**src/hw/rtl/i2cm_pkg.sv**
```systemverilog
// ----------------------------------------------------------------------------
// i2cm_pkg
// Shared types and constants for the open-drain I2C bit-level master.
// ----------------------------------------------------------------------------
package i2cm_pkg;

  // Command codes carried in the operation field
  localparam logic [2:0] OpTick  = 3'd0;
  localparam logic [2:0] OpStart = 3'd1;
  localparam logic [2:0] OpStop  = 3'd2;
  localparam logic [2:0] OpWrite = 3'd3;
  localparam logic [2:0] OpRead  = 3'd4;

  // Configuration register indexes
  localparam int unsigned CfgIdxW = 1;
  localparam logic [CfgIdxW-1:0] CfgShortWait = 1'd0;
  localparam logic [CfgIdxW-1:0] CfgLongWait  = 1'd1;

  localparam int unsigned WaitW = 16;
  localparam logic [WaitW-1:0] ShortWaitRst = 16'd3;
  localparam logic [WaitW-1:0] LongWaitRst  = 16'd5;

  // Top bit of a byte; bits go out MSB first
  localparam logic [7:0] MsbMask = 8'h80;

  // One tick word on the command side
  typedef struct packed {
    logic [2:0] operation;
    logic [7:0] tx_byte;
    logic       send_ack;
    logic       scl_in;
    logic       sda_in;
  } item_t;

  // One result word per tick
  typedef struct packed {
    logic       scl_drive_low;
    logic       sda_drive_low;
    logic       busy_res;
    logic       done_res;
    logic [7:0] rx_byte;
    logic       ack_seen;
    logic       refused;
  } result_t;

endpackage

```
**src/hw/rtl/i2cm_if.sv**
```systemverilog
// ----------------------------------------------------------------------------
// i2cm_if
// Valid/ready channels of the I2C bit-level master: tick command words,
// result words and configuration writes.
// ----------------------------------------------------------------------------
interface i2cm_cmd_if;
  logic       valid;
  logic       ready;
  logic [2:0] operation;
  logic [7:0] tx_byte;
  logic       send_ack;
  logic       scl_in;
  logic       sda_in;

  modport source (output valid, operation, tx_byte, send_ack, scl_in, sda_in,
                  input ready);
  modport sink   (input valid, operation, tx_byte, send_ack, scl_in, sda_in,
                  output ready);
endinterface

interface i2cm_res_if;
  logic       valid;
  logic       ready;
  logic       scl_drive_low;
  logic       sda_drive_low;
  logic       busy_res;
  logic       done_res;
  logic [7:0] rx_byte;
  logic       ack_seen;
  logic       refused;

  modport source (output valid, scl_drive_low, sda_drive_low, busy_res, done_res,
                  rx_byte, ack_seen, refused, input ready);
  modport sink   (input valid, scl_drive_low, sda_drive_low, busy_res, done_res,
                  rx_byte, ack_seen, refused, output ready);
endinterface

interface i2cm_cfg_if;
  logic        valid;
  logic        ready;
  logic [0:0]  index;
  logic [15:0] data;

  modport source (output valid, index, data, input ready);
  modport sink   (input valid, index, data, output ready);
endinterface

```
**src/hw/rtl/i2c_bit_level_master.sv**
```systemverilog
// Open-drain I2C bit-level master. Each command word is one timing tick; the
// block takes one word every clock unless the result side stalls, and returns
// one result word per tick through the input register, then the sequencer's
// output register, after a single pass through the phase sequencer. Bus timing
// is counted in ticks: short_wait (index 0) and long_wait (index 1) set the
// hold after each pin action. Write them only while no word is in flight.
// ----------------------------------------------------------------------------
// i2c_bit_level_master
// Top level: configuration registers, input register and bus sequencer.
// ----------------------------------------------------------------------------
module i2c_bit_level_master (
  input  logic       clk_i,
  input  logic       rst_ni,
  i2cm_cmd_if.sink   cmd_i,
  i2cm_res_if.source res_o,
  i2cm_cfg_if.sink   cfg_i
);

  logic [i2cm_pkg::WaitW-1:0] short_wait_q;
  logic [i2cm_pkg::WaitW-1:0] long_wait_q;
  logic                       in_valid_q;
  i2cm_pkg::item_t            item_q;
  i2cm_pkg::result_t          res;
  logic                       seq_ready;
  logic                       cmd_fire;

  // Configuration writes are always taken
  assign cfg_i.ready = 1'b1;

  always_ff @(posedge clk_i or negedge rst_ni) begin
    if (!rst_ni) begin
      short_wait_q <= i2cm_pkg::ShortWaitRst;
      long_wait_q  <= i2cm_pkg::LongWaitRst;
    end else if (cfg_i.valid) begin
      case (cfg_i.index)
        i2cm_pkg::CfgShortWait: short_wait_q <= cfg_i.data;
        i2cm_pkg::CfgLongWait:  long_wait_q  <= cfg_i.data;
        default: begin
        end
      endcase
    end
  end

  // Input register: take a new word whenever it is empty or the held one moves on
  assign cmd_i.ready = !in_valid_q || seq_ready;
  assign cmd_fire    = cmd_i.valid && cmd_i.ready;

  always_ff @(posedge clk_i or negedge rst_ni) begin
    if (!rst_ni) begin
      in_valid_q <= 1'b0;
    end else if (cmd_i.ready) begin
      in_valid_q <= cmd_i.valid;
    end
  end

  always_ff @(posedge clk_i) begin
    if (cmd_fire) begin
      item_q.operation <= cmd_i.operation;
      item_q.tx_byte   <= cmd_i.tx_byte;
      item_q.send_ack  <= cmd_i.send_ack;
      item_q.scl_in    <= cmd_i.scl_in;
      item_q.sda_in    <= cmd_i.sda_in;
    end
  end

  i2cm_seq u_seq (
    .clk_i        (clk_i),
    .rst_ni       (rst_ni),
    .step_valid_i (in_valid_q),
    .step_ready_o (seq_ready),
    .item_i       (item_q),
    .short_wait_i (short_wait_q),
    .long_wait_i  (long_wait_q),
    .res_valid_o  (res_o.valid),
    .res_ready_i  (res_o.ready),
    .res_o        (res)
  );

  // Drive the result channel
  assign res_o.scl_drive_low = res.scl_drive_low;
  assign res_o.sda_drive_low = res.sda_drive_low;
  assign res_o.busy_res      = res.busy_res;
  assign res_o.done_res      = res.done_res;
  assign res_o.rx_byte       = res.rx_byte;
  assign res_o.ack_seen      = res.ack_seen;
  assign res_o.refused       = res.refused;

endmodule

```
**src/hw/rtl/i2cm_seq.sv**
```systemverilog
// ----------------------------------------------------------------------------
// i2cm_seq
// Bus sequencer: applies one tick word to the phase, counters and pin pulls
// and loads the result word into the output register.
// ----------------------------------------------------------------------------
module i2cm_seq (
  input  logic                         clk_i,
  input  logic                         rst_ni,
  input  logic                         step_valid_i,
  output logic                         step_ready_o,
  input  i2cm_pkg::item_t              item_i,
  input  logic [i2cm_pkg::WaitW-1:0]   short_wait_i,
  input  logic [i2cm_pkg::WaitW-1:0]   long_wait_i,
  output logic                         res_valid_o,
  input  logic                         res_ready_i,
  output i2cm_pkg::result_t            res_o
);

  // Phase codes
  localparam logic [4:0] PhIdle      = 5'd0;
  localparam logic [4:0] PhSRelScl   = 5'd1;
  localparam logic [4:0] PhSPullSda  = 5'd2;
  localparam logic [4:0] PhPPullSda  = 5'd3;
  localparam logic [4:0] PhPRelScl   = 5'd4;
  localparam logic [4:0] PhPRelSda   = 5'd5;
  localparam logic [4:0] PhWSclLow   = 5'd6;
  localparam logic [4:0] PhWSetSda   = 5'd7;
  localparam logic [4:0] PhWSclHigh  = 5'd8;
  localparam logic [4:0] PhWStretch  = 5'd9;
  localparam logic [4:0] PhWaSclLow  = 5'd10;
  localparam logic [4:0] PhWaRelSda  = 5'd11;
  localparam logic [4:0] PhWaSclHigh = 5'd12;
  localparam logic [4:0] PhWaStretch = 5'd13;
  localparam logic [4:0] PhWaSclLow2 = 5'd14;
  localparam logic [4:0] PhRSclLow   = 5'd15;
  localparam logic [4:0] PhRSclHigh  = 5'd16;
  localparam logic [4:0] PhRStretch  = 5'd17;
  localparam logic [4:0] PhRaSclLow  = 5'd18;
  localparam logic [4:0] PhRaSetSda  = 5'd19;
  localparam logic [4:0] PhRaSclHigh = 5'd20;
  localparam logic [4:0] PhRaSclLow2 = 5'd21;

  logic [4:0]                  phase_q, phase_d;
  logic [i2cm_pkg::WaitW-1:0]  wait_q, wait_d;
  logic [3:0]                  bit_q, bit_d;
  logic [7:0]                  shift_q, shift_d;
  logic                        ack_flag_q, ack_flag_d;
  logic [7:0]                  recv_q, recv_d;
  logic                        scl_q, scl_d;
  logic                        sda_q, sda_d;
  logic                        ack_send_q, ack_send_d;
  logic                        out_valid_q;
  i2cm_pkg::result_t           res_q, res_d;

  logic       step_fire;
  logic       is_cmd;
  logic       done;
  logic       refused;
  logic       go;
  logic [4:0] ent;

  assign step_ready_o = !out_valid_q || res_ready_i;
  assign step_fire    = step_valid_i && step_ready_o;

  assign is_cmd = (item_i.operation == i2cm_pkg::OpStart) ||
                  (item_i.operation == i2cm_pkg::OpStop)  ||
                  (item_i.operation == i2cm_pkg::OpWrite) ||
                  (item_i.operation == i2cm_pkg::OpRead);

  // Advance the sequencer by one tick
  always_comb begin
    phase_d    = phase_q;
    wait_d     = wait_q;
    bit_d      = bit_q;
    shift_d    = shift_q;
    ack_flag_d = ack_flag_q;
    recv_d     = recv_q;
    scl_d      = scl_q;
    sda_d      = sda_q;
    ack_send_d = ack_send_q;
    done       = 1'b0;
    refused    = 1'b0;
    go         = 1'b0;
    ent        = PhIdle;

    if (phase_q == PhIdle) begin
      case (item_i.operation)
        i2cm_pkg::OpStart: begin
          go  = 1'b1;
          ent = PhSRelScl;
        end
        i2cm_pkg::OpStop: begin
          go  = 1'b1;
          ent = PhPPullSda;
        end
        i2cm_pkg::OpWrite: begin
          shift_d = item_i.tx_byte;
          bit_d   = 4'd0;
          go      = 1'b1;
          ent     = PhWSclLow;
        end
        i2cm_pkg::OpRead: begin
          shift_d    = 8'd0;
          bit_d      = 4'd0;
          ack_send_d = item_i.send_ack;
          go         = 1'b1;
          ent        = PhRSclLow;
        end
        default: begin
        end
      endcase
    end else begin
      refused = is_cmd;
      if (phase_q == PhWStretch) begin
        // Wait for SCL high, then move to the next bit or to the acknowledge
        if (item_i.scl_in) begin
          shift_d = {shift_q[6:0], 1'b0};
          bit_d   = bit_q + 4'd1;
          go      = 1'b1;
          ent     = (bit_d < 4'd8) ? PhWSclLow : PhWaSclLow;
        end
      end else if (phase_q == PhWaStretch) begin
        // Sample the slave acknowledge
        if (item_i.scl_in) begin
          ack_flag_d = !item_i.sda_in;
          go         = 1'b1;
          ent        = PhWaSclLow2;
        end
      end else if (phase_q == PhRStretch) begin
        // Shift in one data bit
        if (item_i.scl_in) begin
          if (item_i.sda_in) begin
            shift_d = shift_q | (i2cm_pkg::MsbMask >> bit_q[2:0]);
          end
          bit_d = bit_q + 4'd1;
          go    = 1'b1;
          ent   = (bit_d < 4'd8) ? PhRSclLow : PhRaSclLow;
        end
      end else if (wait_q > 16'd1) begin
        wait_d = wait_q - 16'd1;
      end else if ((phase_q == PhSPullSda) || (phase_q == PhPRelSda) ||
                   (phase_q == PhWaSclLow2) || (phase_q == PhRaSclLow2)) begin
        if (phase_q == PhRaSclLow2) begin
          recv_d = shift_q;
        end
        phase_d = PhIdle;
        wait_d  = '0;
        done    = 1'b1;
      end else begin
        go  = 1'b1;
        ent = phase_q + 5'd1;
      end
    end

    // Perform the pin action of the entered phase and load its hold time
    if (go) begin
      phase_d = ent;
      wait_d  = '0;
      case (ent)
        PhSRelScl:   begin scl_d = 1'b0; wait_d = long_wait_i;  end
        PhSPullSda:  begin sda_d = 1'b1; wait_d = long_wait_i;  end
        PhPPullSda:  begin sda_d = 1'b1; wait_d = long_wait_i;  end
        PhPRelScl:   begin scl_d = 1'b0; wait_d = short_wait_i; end
        PhPRelSda:   begin sda_d = 1'b0; wait_d = long_wait_i;  end
        PhWSclLow:   begin scl_d = 1'b1; wait_d = short_wait_i; end
        PhWSetSda:   begin
          sda_d  = !shift_d[7];
          wait_d = long_wait_i;
        end
        PhWSclHigh:  begin scl_d = 1'b0; wait_d = long_wait_i;  end
        PhWaSclLow:  begin scl_d = 1'b1; wait_d = short_wait_i; end
        PhWaRelSda:  begin sda_d = 1'b0; wait_d = long_wait_i;  end
        PhWaSclHigh: begin scl_d = 1'b0; wait_d = long_wait_i;  end
        PhWaSclLow2: begin scl_d = 1'b1; wait_d = long_wait_i;  end
        PhRSclLow:   begin scl_d = 1'b1; wait_d = long_wait_i;  end
        PhRSclHigh:  begin scl_d = 1'b0; wait_d = long_wait_i;  end
        PhRaSclLow:  begin scl_d = 1'b1; wait_d = short_wait_i; end
        PhRaSetSda:  begin sda_d = ack_send_d; wait_d = long_wait_i; end
        PhRaSclHigh: begin scl_d = 1'b0; wait_d = long_wait_i;  end
        PhRaSclLow2: begin scl_d = 1'b1; wait_d = long_wait_i;  end
        default: begin
        end
      endcase
    end
  end

  // Build the result word from the updated state
  always_comb begin
    res_d.scl_drive_low = scl_d;
    res_d.sda_drive_low = sda_d;
    res_d.busy_res      = (phase_d != PhIdle);
    res_d.done_res      = done;
    res_d.rx_byte       = recv_d;
    res_d.ack_seen      = ack_flag_d;
    res_d.refused       = refused;
  end

  // Commit state on each accepted tick word
  always_ff @(posedge clk_i or negedge rst_ni) begin
    if (!rst_ni) begin
      phase_q    <= PhIdle;
      wait_q     <= '0;
      bit_q      <= '0;
      shift_q    <= '0;
      ack_flag_q <= 1'b0;
      recv_q     <= '0;
      scl_q      <= 1'b0;
      sda_q      <= 1'b0;
      ack_send_q <= 1'b0;
    end else if (step_fire) begin
      phase_q    <= phase_d;
      wait_q     <= wait_d;
      bit_q      <= bit_d;
      shift_q    <= shift_d;
      ack_flag_q <= ack_flag_d;
      recv_q     <= recv_d;
      scl_q      <= scl_d;
      sda_q      <= sda_d;
      ack_send_q <= ack_send_d;
    end
  end

  // Output register: hold the word until taken
  always_ff @(posedge clk_i or negedge rst_ni) begin
    if (!rst_ni) begin
      out_valid_q <= 1'b0;
    end else if (step_fire) begin
      out_valid_q <= 1'b1;
    end else if (res_ready_i) begin
      out_valid_q <= 1'b0;
    end
  end

  always_ff @(posedge clk_i) begin
    if (step_fire) begin
      res_q <= res_d;
    end
  end

  assign res_valid_o = out_valid_q;
  assign res_o       = res_q;

  // A finished command never reports busy
  assert property (@(posedge clk_i) disable iff (!rst_ni)
    out_valid_q && res_q.done_res |-> !res_q.busy_res)
    else $error("done word reports busy");

  // A command taken while idle is never refused
  assert property (@(posedge clk_i) disable iff (!rst_ni)
    step_fire && (phase_q == PhIdle) |=> !res_q.refused)
    else $error("idle command refused");

  // Clock stretching holds the write bit phase while SCL reads low
  assert property (@(posedge clk_i) disable iff (!rst_ni)
    step_fire && (phase_q == PhWStretch) && !item_i.scl_in |=> phase_q == PhWStretch)
    else $error("stretch phase left with SCL low");

  // Bit counter stays within one byte
  assert property (@(posedge clk_i) disable iff (!rst_ni)
    bit_q <= 4'd8)
    else $error("bit counter overrun");

endmodule

```
**src/flat_wrapper.sv**
```systemverilog
// flat-port wrapper written by rule: the top's interface ports become plain ports
module i2c_bit_level_master_flat 
  (clk_i, rst_ni, cmd_i_valid, cmd_i_operation, cmd_i_tx_byte, cmd_i_send_ack, cmd_i_scl_in, cmd_i_sda_in, cmd_i_ready, res_o_valid, res_o_scl_drive_low, res_o_sda_drive_low, res_o_busy_res, res_o_done_res, res_o_rx_byte, res_o_ack_seen, res_o_refused, res_o_ready, cfg_i_valid, cfg_i_index, cfg_i_data, cfg_i_ready);
  i2cm_cmd_if cmd_i_i ();
  i2cm_res_if res_o_i ();
  i2cm_cfg_if cfg_i_i ();
  input  logic clk_i;
  input  logic rst_ni;
  input wire logic [$bits(cmd_i_i.valid)-1:0] cmd_i_valid;
  input wire logic [$bits(cmd_i_i.operation)-1:0] cmd_i_operation;
  input wire logic [$bits(cmd_i_i.tx_byte)-1:0] cmd_i_tx_byte;
  input wire logic [$bits(cmd_i_i.send_ack)-1:0] cmd_i_send_ack;
  input wire logic [$bits(cmd_i_i.scl_in)-1:0] cmd_i_scl_in;
  input wire logic [$bits(cmd_i_i.sda_in)-1:0] cmd_i_sda_in;
  output wire logic [$bits(cmd_i_i.ready)-1:0] cmd_i_ready;
  output wire logic [$bits(res_o_i.valid)-1:0] res_o_valid;
  output wire logic [$bits(res_o_i.scl_drive_low)-1:0] res_o_scl_drive_low;
  output wire logic [$bits(res_o_i.sda_drive_low)-1:0] res_o_sda_drive_low;
  output wire logic [$bits(res_o_i.busy_res)-1:0] res_o_busy_res;
  output wire logic [$bits(res_o_i.done_res)-1:0] res_o_done_res;
  output wire logic [$bits(res_o_i.rx_byte)-1:0] res_o_rx_byte;
  output wire logic [$bits(res_o_i.ack_seen)-1:0] res_o_ack_seen;
  output wire logic [$bits(res_o_i.refused)-1:0] res_o_refused;
  input wire logic [$bits(res_o_i.ready)-1:0] res_o_ready;
  input wire logic [$bits(cfg_i_i.valid)-1:0] cfg_i_valid;
  input wire logic [$bits(cfg_i_i.index)-1:0] cfg_i_index;
  input wire logic [$bits(cfg_i_i.data)-1:0] cfg_i_data;
  output wire logic [$bits(cfg_i_i.ready)-1:0] cfg_i_ready;
  assign cmd_i_i.valid = cmd_i_valid;
  assign cmd_i_i.operation = cmd_i_operation;
  assign cmd_i_i.tx_byte = cmd_i_tx_byte;
  assign cmd_i_i.send_ack = cmd_i_send_ack;
  assign cmd_i_i.scl_in = cmd_i_scl_in;
  assign cmd_i_i.sda_in = cmd_i_sda_in;
  assign cmd_i_ready = cmd_i_i.ready;
  assign res_o_valid = res_o_i.valid;
  assign res_o_scl_drive_low = res_o_i.scl_drive_low;
  assign res_o_sda_drive_low = res_o_i.sda_drive_low;
  assign res_o_busy_res = res_o_i.busy_res;
  assign res_o_done_res = res_o_i.done_res;
  assign res_o_rx_byte = res_o_i.rx_byte;
  assign res_o_ack_seen = res_o_i.ack_seen;
  assign res_o_refused = res_o_i.refused;
  assign res_o_i.ready = res_o_ready;
  assign cfg_i_i.valid = cfg_i_valid;
  assign cfg_i_i.index = cfg_i_index;
  assign cfg_i_i.data = cfg_i_data;
  assign cfg_i_ready = cfg_i_i.ready;
  i2c_bit_level_master u_core (.clk_i(clk_i), .rst_ni(rst_ni), .cmd_i(cmd_i_i), .res_o(res_o_i), .cfg_i(cfg_i_i));
endmodule
```
**config.mk**
```make
export PLATFORM = sky130hd
export DESIGN_NAME = i2c_bit_level_master_flat
export DESIGN_NICKNAME = d
export VERILOG_FILES = /design/src/hw/rtl/i2cm_pkg.sv /design/src/hw/rtl/i2cm_if.sv /design/src/hw/rtl/i2c_bit_level_master.sv /design/src/hw/rtl/i2cm_seq.sv /design/src/flat_wrapper.sv
export SDC_FILE = /design/constraint.sdc
export NUM_CORES = 1
export LEC_CHECK = 0
export BUFFER_PORTS_ARGS = -buffer_cell sky130_fd_sc_hd__buf_2
export CAP_MARGIN = 20
export CORE_ASPECT_RATIO = 1.25
export CORE_MARGIN = 2
export CORE_UTILIZATION = 60
export DETAILED_ROUTE_END_ITERATION = 10
export PLACE_DENSITY_LB_ADDON = 0.2
export SLEW_MARGIN = 5
export SYNTH_ARGS = -nofsm -noshare
export SYNTH_HDL_FRONTEND = slang
export SYNTH_SLANG_ARGS = --single-unit
export TNS_END_PERCENT = 50
```
**constraint.sdc**
```tcl
create_clock -name clk_i -period 4.15 [get_ports clk_i]
set_input_delay 0.83 -clock clk_i [delete_from_list [all_inputs] [get_ports clk_i]]
set_output_delay 0.83 -clock clk_i [all_outputs]
set_load 0.02 [all_outputs]
```
Word level (Yosys, flattened, before mapping)
Index checks and enable logic that the tools add are counted.
{ "word_totals": {"reg_bits": 107, "inputBits": 36, "elab_cells": 174} }
{ "op_classes": {"muxes": 69, "magnitude_cmp": 2, "reduce_logical": 35, "n_eq_ne": 36, "shift": 1, "addsub": 3, "bitwise_logic": 2} }
{ "op_table": {"columns": ["op", "count"], "rows": [
  ["16-bit 2-to-1 mux", 7],
  ["8-bit 2-to-1 mux", 14],
  ["5-bit 2-to-1 mux", 15],
  ["5-bit by 4-bit == test with 1-bit output (second input constant)", 9],
  ["4-bit 2-to-1 mux", 9],
  ["5-bit == test (second input constant)", 7],
  ["16-bit case mux with 2 select lines", 1],
  ["5-bit by 3-bit == test with 1-bit output (second input constant)", 5],
  ["1-bit 2-to-1 mux", 19],
  ["16-bit by 1-bit > comparator with 1-bit output (second input constant)", 1],
  ["4-bit case mux with 4 select lines", 1],
  ["8-bit case mux with 2 select lines", 1],
  ["16-bit by 1-bit subtractor with 16-bit output (second input constant)", 1],
  ["5-bit by 2-bit == test with 1-bit output (second input constant)", 3],
  ["14-bit OR reduction", 1],
  ["6-bit AND reduction", 2],
  ["6-bit OR reduction", 2],
  ["2-bit != test (second input constant)", 5],
  ["3-bit nonzero test", 3],
  ["1-bit logical OR", 8],
  ["8-bit OR", 1],
  ["4-bit OR reduction", 2],
  ["8-bit by 3-bit >> shifter with 8-bit output (first input constant)", 1],
  ["3-bit by 2-bit == test with 1-bit output (second input constant)", 2],
  ["19 further kinds", 28]
]} }

Longest topological paths before layout
Gate-level depths: netlist (run 1).
{ "depth": {"ltp_word": 14, "ltp_mapped": 14, "depth_no_buf": 10} }

Hierarchy
Synthesis (run 1) repeated with hierarchy kept, for this count alone.
{ "unflattened": {"cells_unflattened": 554, "area_unflattened_um2": 5821.8} }
{ "modules_own_cells": {"columns": ["mod", "cells_each", "seq_area_each_um2", "area_per_inst_um2", "n_inst"], "rows": [
  ["i2cm_seq", 465, 1571.5, 4088.9, 1],
  ["i2c_bit_level_master", 89, 1251.2, 1732.9, 1]
]} }

Least setup slack after synthesis (run 1)
No wires, ideal clock.
{ "synth_path": {"path_kind": "reg-to-reg", "from": "register u_core.u_seq.wait_q[5] in the netlist's numbering", "to": "register u_core.u_seq.res_q, in the netlist u_core.u_seq.res_o[13] (data pin)", "arrival_time_ns": 3.096, "path_buffers": 3, "required_time_ns": 3.889, "setup_slack_ns": 0.793, "stages_incl_launch_ff": 12, "path_cell_list": "dfrtp_1 -> or4_1 -> buf_2 -> or4_4 -> or4_1 -> and3_4 -> buf_6 -> clkbuf_8 -> a2111oi_0 -> a211oi_1 -> o21ai_1 -> nand2_1"} }
{ "synth_lines": {"columns": ["item", "line", "rtl"], "rows": [
  ["from (decl)", "i2cm_seq.sv:44", "logic [i2cm_pkg::WaitW-1:0] wait_q, wait_d;"],
  ["from (signal assigned)", "i2cm_seq.sv:212", "wait_q <= wait_d;"],
  ["to (signal assigned)", "i2cm_seq.sv:236", "res_q <= res_d;"],
  ["to (decl)", "i2cm_seq.sv:53", "i2cm_pkg::result_t res_q, res_d;"]
]} }

Worst setup path after layout (run 1)
{ "layout_path": {"from": "register u_core.u_seq.wait_q[5] in the netlist's numbering", "to": "register u_core.u_seq.wait_q[1] in the netlist's numbering"} }
{ "layout_via": {"elab_chain_cells": 10, "elab_cells_between_ends": 44, "classes_between": "order compare (1); eq/ne (22); mux (17); reduce/logical (4)"} }
{ "layout_lines": {"columns": ["item", "line", "rtl"], "rows": [
  ["16-bit by 1-bit > comparator with 1-bit output *", "i2cm_seq.sv:139", "end else if (wait_q > 16'd1) begin"],
  ["5-bit 2-to-1 mux", "i2cm_seq.sv:139", null],
  ["5-bit 2-to-1 mux", "i2cm_seq.sv:129", "end else if (phase_q == PhRStretch) begin"],
  ["5-bit 2-to-1 mux", "i2cm_seq.sv:122", "end else if (phase_q == PhWaStretch) begin"],
  ["5-bit 2-to-1 mux", "i2cm_seq.sv:114", "if (phase_q == PhWStretch) begin"],
  ["5-bit 2-to-1 mux", "i2cm_seq.sv:86", "if (phase_q == PhIdle) begin"],
  ["5-bit == test, or another cell as far along", "i2cm_seq.sv:159", "case (ent)"],
  ["14-bit OR reduction (no source line) or 4-bit OR reduction (tied branches)", null, null],
  ["16-bit case mux with 2 select lines", "i2cm_seq.sv:159", null],
  ["16-bit 2-to-1 mux", "i2cm_seq.sv:156", "if (go) begin"]
]} }
Mark *: on every way between the ends. The rest lies on a longest branch, timed or not. The select of a mux whose other input is x is not followed.
A chain may end at the register's enable or synchronous reset.

==> results.py, run 1 <==
metrics = {
    "status": {
        "status": "complete, no violations",
    },
    "power_and_ir_drop": {
        "power_leakage_nw": 2.71,
        "sequentialPowerShare_pct": 40.0,
        "vdd_ir_max_uv": 315,
        "fraction_of_power_consumed_by_the_clock_network_pct": 22.8,
        "sw_frac_of_total_pct": 38.7,
        "cellInternalPower_mw": 2.44,
        "total_switching_power_mw": 1.54,
        "combPwrFrac_pct": 37.2,
        "totalPowerFinal_mw": 3.97,
        "pwr_density_cell_nw_per_um2": 597,
    },
    "detailed_routing": {
        "drt_first_pass_iters": 5,
        "detailroute.via_count": 4912,
        "drt_drc_violations_left": 0,
        "drt_iter0_drc": 282,
        "drt-vias-per-instance": 6.47,
        "detail_route.wirelength_um": 14400,
        "route.detailed.wl_per_inst_um": 19.0,
        "final_antenna_net_count": 0,
    },
    "final_layout": {
        "area_growth_pct": 11.3,
        "final-instance-count-excl-fill": 759,
        "layout-drive-gt1-share_pct": 23.2,
        "total_nets_final": 676,
        "layout.filler_cells": 765,
        "antenna-diode-count": 0,
        "final_core_util_pct": 68.9,
    },
    "sta": {
        "timing.fmax_mhz": 268,
        "hold_viol_final": 0,
        "fin_tns_setup_ps": 0,
        "fin_crit_share_pct": 90.1,
        "timing.final.crit_period_ps": 3740,
        "slew_headroom_pct": 38.9,
        "setup_repair_after_global_routing_missed_its_margin": "no",
        "report.final.slew_viol_count": 0,
        "timing_worst_slew_pin_value_ps": 912,
        "total_setup_violations_reported_at_the_end_of_the_flow": 0,
        "finalClockSkew_ps": 5.70,
    },
    "clocking": {
        "cts.clk_slew.worst_paths_ps": 70,
        "max-clock-path-buffers": 2,
        "worstSkewPairLatency_ps": 360,
        "cts_made_buffers": 9,
        "clock_tree.root_cell": "sky130_fd_sc_hd__clkbuf_16",
        "clock_tree_from_tritoncts": "built",
        "postCtsSetupBuffers": 0,
        "cts.repair.resized": 0,
        "clock_sink_count": 107,
        "postCtsHoldBufs": 0,
        "h-tree-depth": 3,
    },
    "die": {
        "dieWidth_um": 93.3,
        "design.die.area_sq_um": 10800,
        "die_y_um": 116,
        "num_rows": 40,
        "floorplan.io_pins": 53,
        "core_area_sq_um": 9660,
        "initial_core_util_pct": 61.9,
    },
    "setup_path": {
        "worstSetupStartpoint": "u_core.u_seq.wait_q[5]",
        "cp-end-kind": "register",
        "critPathKind": "register to register",
        "crit_required_ps": 4390,
        "crit_path_max_fanout": 16,
        "start_kind": "register",
        "ff2ff_setup_slack_ps": 410,
        "worstPathArrival_ps": 3980,
        "timing.rr.start": "u_core.u_seq.wait_q[5]",
    },
    "global_route": {
        "grt_pass1_vias": 4964,
        "grt_antenna_before_repair": 0,
        "grt_overflow_total": 0,
        "largest_net_degree_at_the_start_of_global_routing": 80,
        "wire_length_of_the_first_global_routing_pass_um": 23700,
        "overall_global_routing_resource_usage_pct": 28.3,
    },
    "synth": {
        "ys_ff_latch": 107,
        "synth_top_cell_by_area": "sky130_fd_sc_hd__dfrtp_1",
        "synth-edff-count": 28,
        "ys_warn_count": 0,
        "synth.lib_cells_used.distinct": 79,
        "ys_dominant_reg_cell": "sky130_fd_sc_hd__dfrtp_1",
        "netlist_top_cells_area": "sky130_fd_sc_hd__dfrtp_1 31%, sky130_fd_sc_hd__edfxtp_1 14%, sky130_fd_sc_hd__mux2_2 9.4%",
        "synthesis.instances": 588,
        "syn_nets": 636,
        "postSynth.asyncResetShare_pct": 73.8,
        "synth_area_per_cell_sq_um": 10.2,
        "synth_top_area_share_pct": 31.4,
        "synth.cell_area_sq_um": 5980,
        "yosysSeqAreaShare_pct": 47.2,
    },
    "flow_run": {
        "maxCapViolations": 0,
    },
    "place": {
        "routabilityCongestion": 0.949,
        "placed_cells_incl_taps": 742,
        "port_buf_inserts": 51,
        "detailed_place_hpwl_um": 10100,
    },
    "worst_hold_path": {
        "hold_path_class": "input pin to async pin",
    },
}
## worst max-delay path: stages (launching register included)
cell,delay (ps)
sky130_fd_sc_hd__dfrtp_1,430
sky130_fd_sc_hd__or4_1,650
sky130_fd_sc_hd__nor4_1,520
sky130_fd_sc_hd__nand4_1,190
sky130_fd_sc_hd__a21boi_1,620
sky130_fd_sc_hd__o21ai_0,240
sky130_fd_sc_hd__a21o_1,420
sky130_fd_sc_hd__and4_1,270
sky130_fd_sc_hd__o32a_1,280
## registers in the layout, indices dropped and copies added, names as in the netlist, 4 cells and up
register and count:
u_core.u_seq.recv_q 8, u_core.u_seq.res_o 14, u_core.u_seq.wait_q 16, u_core.u_seq.phase_q 5, u_core.short_wait_q 16, u_core.u_seq.shift_q 8
u_core.long_wait_q 16, u_core.u_seq.bit_q 4, u_core.item_q 14
## metal layers
| layer | share of wire [%] | global-route usage, % | up-vias |
|---|---|---|---|
| met5 | 0 | 0 | - |
| met4 | 5.2 | 19.4 | 0 |
| met3 | 4.6 | 3.90 | 52 |
| met2 | 52 | 50.3 | 213 |
| met1 | 38 | 31.4 | 2384 |
| li1 | - | - | 2263 |
## cell families (layout without fill, tap and decap cells)
family                   count (synthesis)  after routing  share of synthesized area (%)
flip-flops                             107            107                           47.2
multiplexers                            51             51                           9.59
other                                    1              1                         0.0627
AND/OR/NAND/NOR                        179            179                           15.6
buffers and inverters                   60            105                           4.54
adder cells (fa/ha/maj)                 13             13                           2.68
AO/OA/AOI/OAI                          164            164                           18.4
XOR/XNOR                                13             13                           1.90
## power by group through the flow
stage | Clock [mW] | Combinational [mW] | Sequential (mW)
after floorplan | 0 | 1.10 | 1.53
after global placement | 0 | 1.41 | 1.58
after detailed placement | 0 | 1.45 | 1.60
after CTS | 0.915 | 1.46 | 1.58
after global routing | 0.951 | 1.64 | 1.62
final | 0.907 | 1.48 | 1.59
## final cells by class
cell class	count	area [sq um]	share of cell area [%]
clock inverter	6	81.3	1.22
clock buffer	10	229	3.44
timing repair buffer	64	375	5.64
tap	126	158	2.37
multi-input combinational	421	2890	43.5
inverter	25	93.8	1.41
sequential	107	2820	42.4
## cell usage after synthesis (all sizes together) (3+ instances only)
library cell,instances
nor3b,4
nor3,12
xnor2,11
inv,25
mux2,50
ha,12
clkbuf,24
edfxtp,28
a22oi,4
nand2b,5
nor2,46
nand4,5
a2111oi,16
a21o,5
nand2,37
dfrtp,75
o21a,11
a211oi,5
and2,5
or4,3
nand3,26
dfstp,4
o21ai,50
or3,6
a31oi,17
a41oi,3
nand3b,3
and3,3
nor2b,3
buf,11
nor4,5
a21oi,26
## cell usage in the layout (no fill, tap or decap), types with 11 or more instances in the layout
cell | synthesis | final
sky130_fd_sc_hd__a2111oi_0 | 15 | 15
sky130_fd_sc_hd__a21oi_1 | 26 | 26
sky130_fd_sc_hd__a31oi_1 | 17 | 17
sky130_fd_sc_hd__buf_2 | 6 | 50
sky130_fd_sc_hd__buf_4 | 1 | 13
sky130_fd_sc_hd__dfrtp_1 | 75 | 75
sky130_fd_sc_hd__edfxtp_1 | 28 | 28
sky130_fd_sc_hd__ha_1 | 12 | 12
sky130_fd_sc_hd__inv_1 | 25 | 25
sky130_fd_sc_hd__mux2_2 | 50 | 50
sky130_fd_sc_hd__nand2_1 | 36 | 36
sky130_fd_sc_hd__nand3_1 | 26 | 26
sky130_fd_sc_hd__nor2_1 | 46 | 46
sky130_fd_sc_hd__nor3_1 | 12 | 12
sky130_fd_sc_hd__o21a_1 | 11 | 11
sky130_fd_sc_hd__o21ai_0 | 47 | 47
sky130_fd_sc_hd__xnor2_1 | 11 | 11
## worst paths after layout
path	to	depth (start not counted)
max	u_core.u_seq.wait_q[1]	8
min in group clk_i	u_core.u_seq.recv_q[7]	2
min	u_core.u_seq.shift_q[4]	1
max in group asynchronous	u_core.long_wait_q[2]	2
min reg2reg	u_core.u_seq.recv_q[7]	2
max reg2reg	u_core.u_seq.wait_q[1]	8
## per-stage QoR
stage | instance area (sq um) | worst slack (ps) | hold WS [ps]
final | 6650 | 413 | 405
after global routing | 6650 | 126 | 436
after CTS | 6630 | 405 | 491
after detailed placement | 6320 | 423 | 475
after global placement | 6320 | 568 | 455
after floorplan | 5980 | 793 | 442
No activity file was read; power rests on OpenSTA's default activity.
==> run 2: changes to the inputs <==
--- a/config.mk
+++ b/config.mk
@@ -9,7 +9,7 @@
 export CAP_MARGIN = 20
 export CORE_ASPECT_RATIO = 1.25
 export CORE_MARGIN = 2
-export CORE_UTILIZATION = 60
+export CORE_UTILIZATION = 50
 export DETAILED_ROUTE_END_ITERATION = 10
 export PLACE_DENSITY_LB_ADDON = 0.2
 export SLEW_MARGIN = 5
==> run 2 against run 1 <==
Final area is 0.75% higher. Utilization shrank 11 points. Cell count rose by 5.0%. Total power down 1.4%. Sequential share of layout area down 0.32 points. Clock power fell by 5.0%.
==> results.py, run 2 (same netlist as run 1, synthesis figures left out) <==
metrics = {
    "sta": {
        "worst_slack_ps": 631,
        "slew_headroom_pct": 37.7,
        "setup_repair_after_global_routing_missed_its_margin": "no",
        "timing.final.crit_period_ps": 3520,
        "timing_worst_slew_pin_value_ps": 935,
        "finalClockSkew_ps": 9.03,
        "fin_tns_setup_ps": 0,
        "report.final.slew_viol_count": 0,
        "fin_crit_share_pct": 84.8,
        "timing.fmax_mhz": 284,
        "hold_viol_final": 0,
        "total_setup_violations_reported_at_the_end_of_the_flow": 0,
    },
    "setup_path": {
        "cpMaxStageDelayCell": "sky130_fd_sc_hd__o31ai_1",
        "ff2ff_setup_slack_ps": 630,
        "max_stage_delay_ps": 650,
        "worstSetupStartpoint": "u_core.u_seq.wait_q[6]",
        "worst_r2r_endpoint": "u_core.u_seq.sda_q",
        "crit_required_ps": 4390,
        "cp-end-kind": "register",
        "timing.rr.start": "u_core.u_seq.wait_q[6]",
        "path_delay_family": "simple AND/OR/NAND/NOR gates",
        "cp-endpoint": "u_core.u_seq.sda_q",
        "start_kind": "register",
        "cells_along_the_critical_path": "or4_1 > nor4_1 > nand2_1 > o31ai_1 > o21ai_0 > o2bb2ai_1 > a32o_2 > mux2_2",
        "worst-path-buf-inv": 0,
        "cp.depth": 8,
        "worstPathArrival_ps": 3760,
        "crit_path_max_fanout": 6,
        "worst_reg_to_reg_path_cell_count": 8,
        "critPathKind": "register to register",
    },
    "final_layout": {
        "final-instance-count-excl-fill": 797,
        "mostFrequentLayoutCell": "sky130_fd_sc_hd__dfrtp_1",
        "area_growth_pct": 12.2,
        "layout_common_cells": "75 x sky130_fd_sc_hd__dfrtp_1, 50 x sky130_fd_sc_hd__mux2_2, 50 x sky130_fd_sc_hd__buf_2",
        "antenna-diode-count": 0,
        "layout-drive-gt1-share_pct": 23.4,
        "reg_top3": "u_core.long_wait_q: 16 flops, u_core.short_wait_q: 16 flops, u_core.u_seq.wait_q: 16 flops",
        "layout.filler_cells": 1006,
        "total_nets_final": 679,
    },
    "status": {
        "status": "complete, no violations",
    },
    "clocking": {
        "cts_made_buffers": 9,
        "clock_tree_from_tritoncts": "built",
        "max-clock-path-buffers": 2,
        "clock_tree.root_cell": "sky130_fd_sc_hd__clkbuf_16",
        "postCtsHoldBufs": 0,
        "worstSkewPairLatency_ps": 360,
        "cts.repair.resized": 0,
        "clock_sink_count": 107,
        "cts.clk_slew.worst_paths_ps": 70,
        "postCtsSetupBuffers": 0,
        "h-tree-depth": 3,
    },
    "global_route": {
        "grt_pass1_vias": 4619,
        "largest_net_degree_at_the_start_of_global_routing": 80,
        "grt_overflow_total": 0,
        "grt_antenna_before_repair": 0,
        "overall_global_routing_resource_usage_pct": 22.7,
        "wire_length_of_the_first_global_routing_pass_um": 22900,
    },
    "power_and_ir_drop": {
        "combPwrFrac_pct": 37.8,
        "totalPowerFinal_mw": 3.92,
        "pwr_density_cell_nw_per_um2": 584,
        "fraction_of_power_consumed_by_the_clock_network_pct": 22.0,
        "power_leakage_nw": 2.72,
        "sw_frac_of_total_pct": 39.1,
        "vdd_ir_max_uv": 292,
        "sequentialPowerShare_pct": 40.2,
        "total_switching_power_mw": 1.53,
        "cellInternalPower_mw": 2.38,
    },
    "place": {
        "routabilityCongestion": 0.903,
        "placed_cells_incl_taps": 780,
        "detailed_place_hpwl_um": 10100,
        "port_buf_inserts": 51,
        "place_ws_ps": 668,
    },
    "die": {
        "floorplan.io_pins": 53,
        "die_y_um": 126,
        "dieWidth_um": 102,
        "num_rows": 44,
        "design.die.area_sq_um": 12900,
        "core_area_sq_um": 11600,
        "initial_core_util_pct": 51.5,
    },
    "detailed_routing": {
        "detail_route.wirelength_um": 14100,
        "final_antenna_net_count": 0,
        "drt-vias-per-instance": 6.03,
        "route.detailed.wl_per_inst_um": 17.6,
        "drt_first_pass_iters": 5,
        "drt_drc_violations_left": 0,
        "detailroute.via_count": 4806,
        "drt_iter0_drc": 307,
    },
    "flow_run": {
        "maxCapViolations": 0,
    },
    "worst_hold_path": {
        "hold_path_class": "input pin to async pin",
    },
}
==> run 2: cell type report <==
cell class	instances	area, sq um	area share (%)
timing repair buffer	67	398	5.94
clock buffer	10	229	3.42
tap	161	201	3.00
sequential	107	2820	42.1
multi-input combinational	421	2890	43.2
inverter	25	93.8	1.40
clock inverter	6	65.1	0.971
==> run 2: layer usage <==
metal  global-route usage (%)  wire length [um]
met1                     28.7              5810
met2                     36.3              6930
met3                     4.44               712
met4                     12.2               607
met5                        0                 0
==> run 2: worst min path at each step <==
stage	endpoint	slack [ps]
4_1_cts	u_core.u_seq.recv_q[7]	490
3_5_place_dp	u_core.u_seq.recv_q[7]	470
5_1_grt	u_core.u_seq.recv_q[2]	300
3_3_place_gp	u_core.u_seq.recv_q[7]	460
6_report	u_core.u_seq.recv_q[2]	300
2_1_floorplan	u_core.u_seq.recv_q[7]	440
==> run 2: power by group through the flow <==
stage | logic (mW) | registers (mW) | clock network [mW]
CTS | 1.46 | 1.57 | 0.875
global route | 1.64 | 1.61 | 0.921
detailed placement | 1.45 | 1.58 | 0
floorplan | 1.10 | 1.53 | 0
finish | 1.48 | 1.57 | 0.862
global placement | 1.42 | 1.57 | 0
==> run 2: metrics by stage <==
step	hold slack (ps)	instance area, sq um	utilization, %
3_3_place_gp	458	6380	54.9
3_5_place_dp	474	6380	54.9
5_1_grt	298	6700	57.7
4_1_cts	488	6680	57.5
6_report	302	6700	57.7
2_1_floorplan	442	5980	-
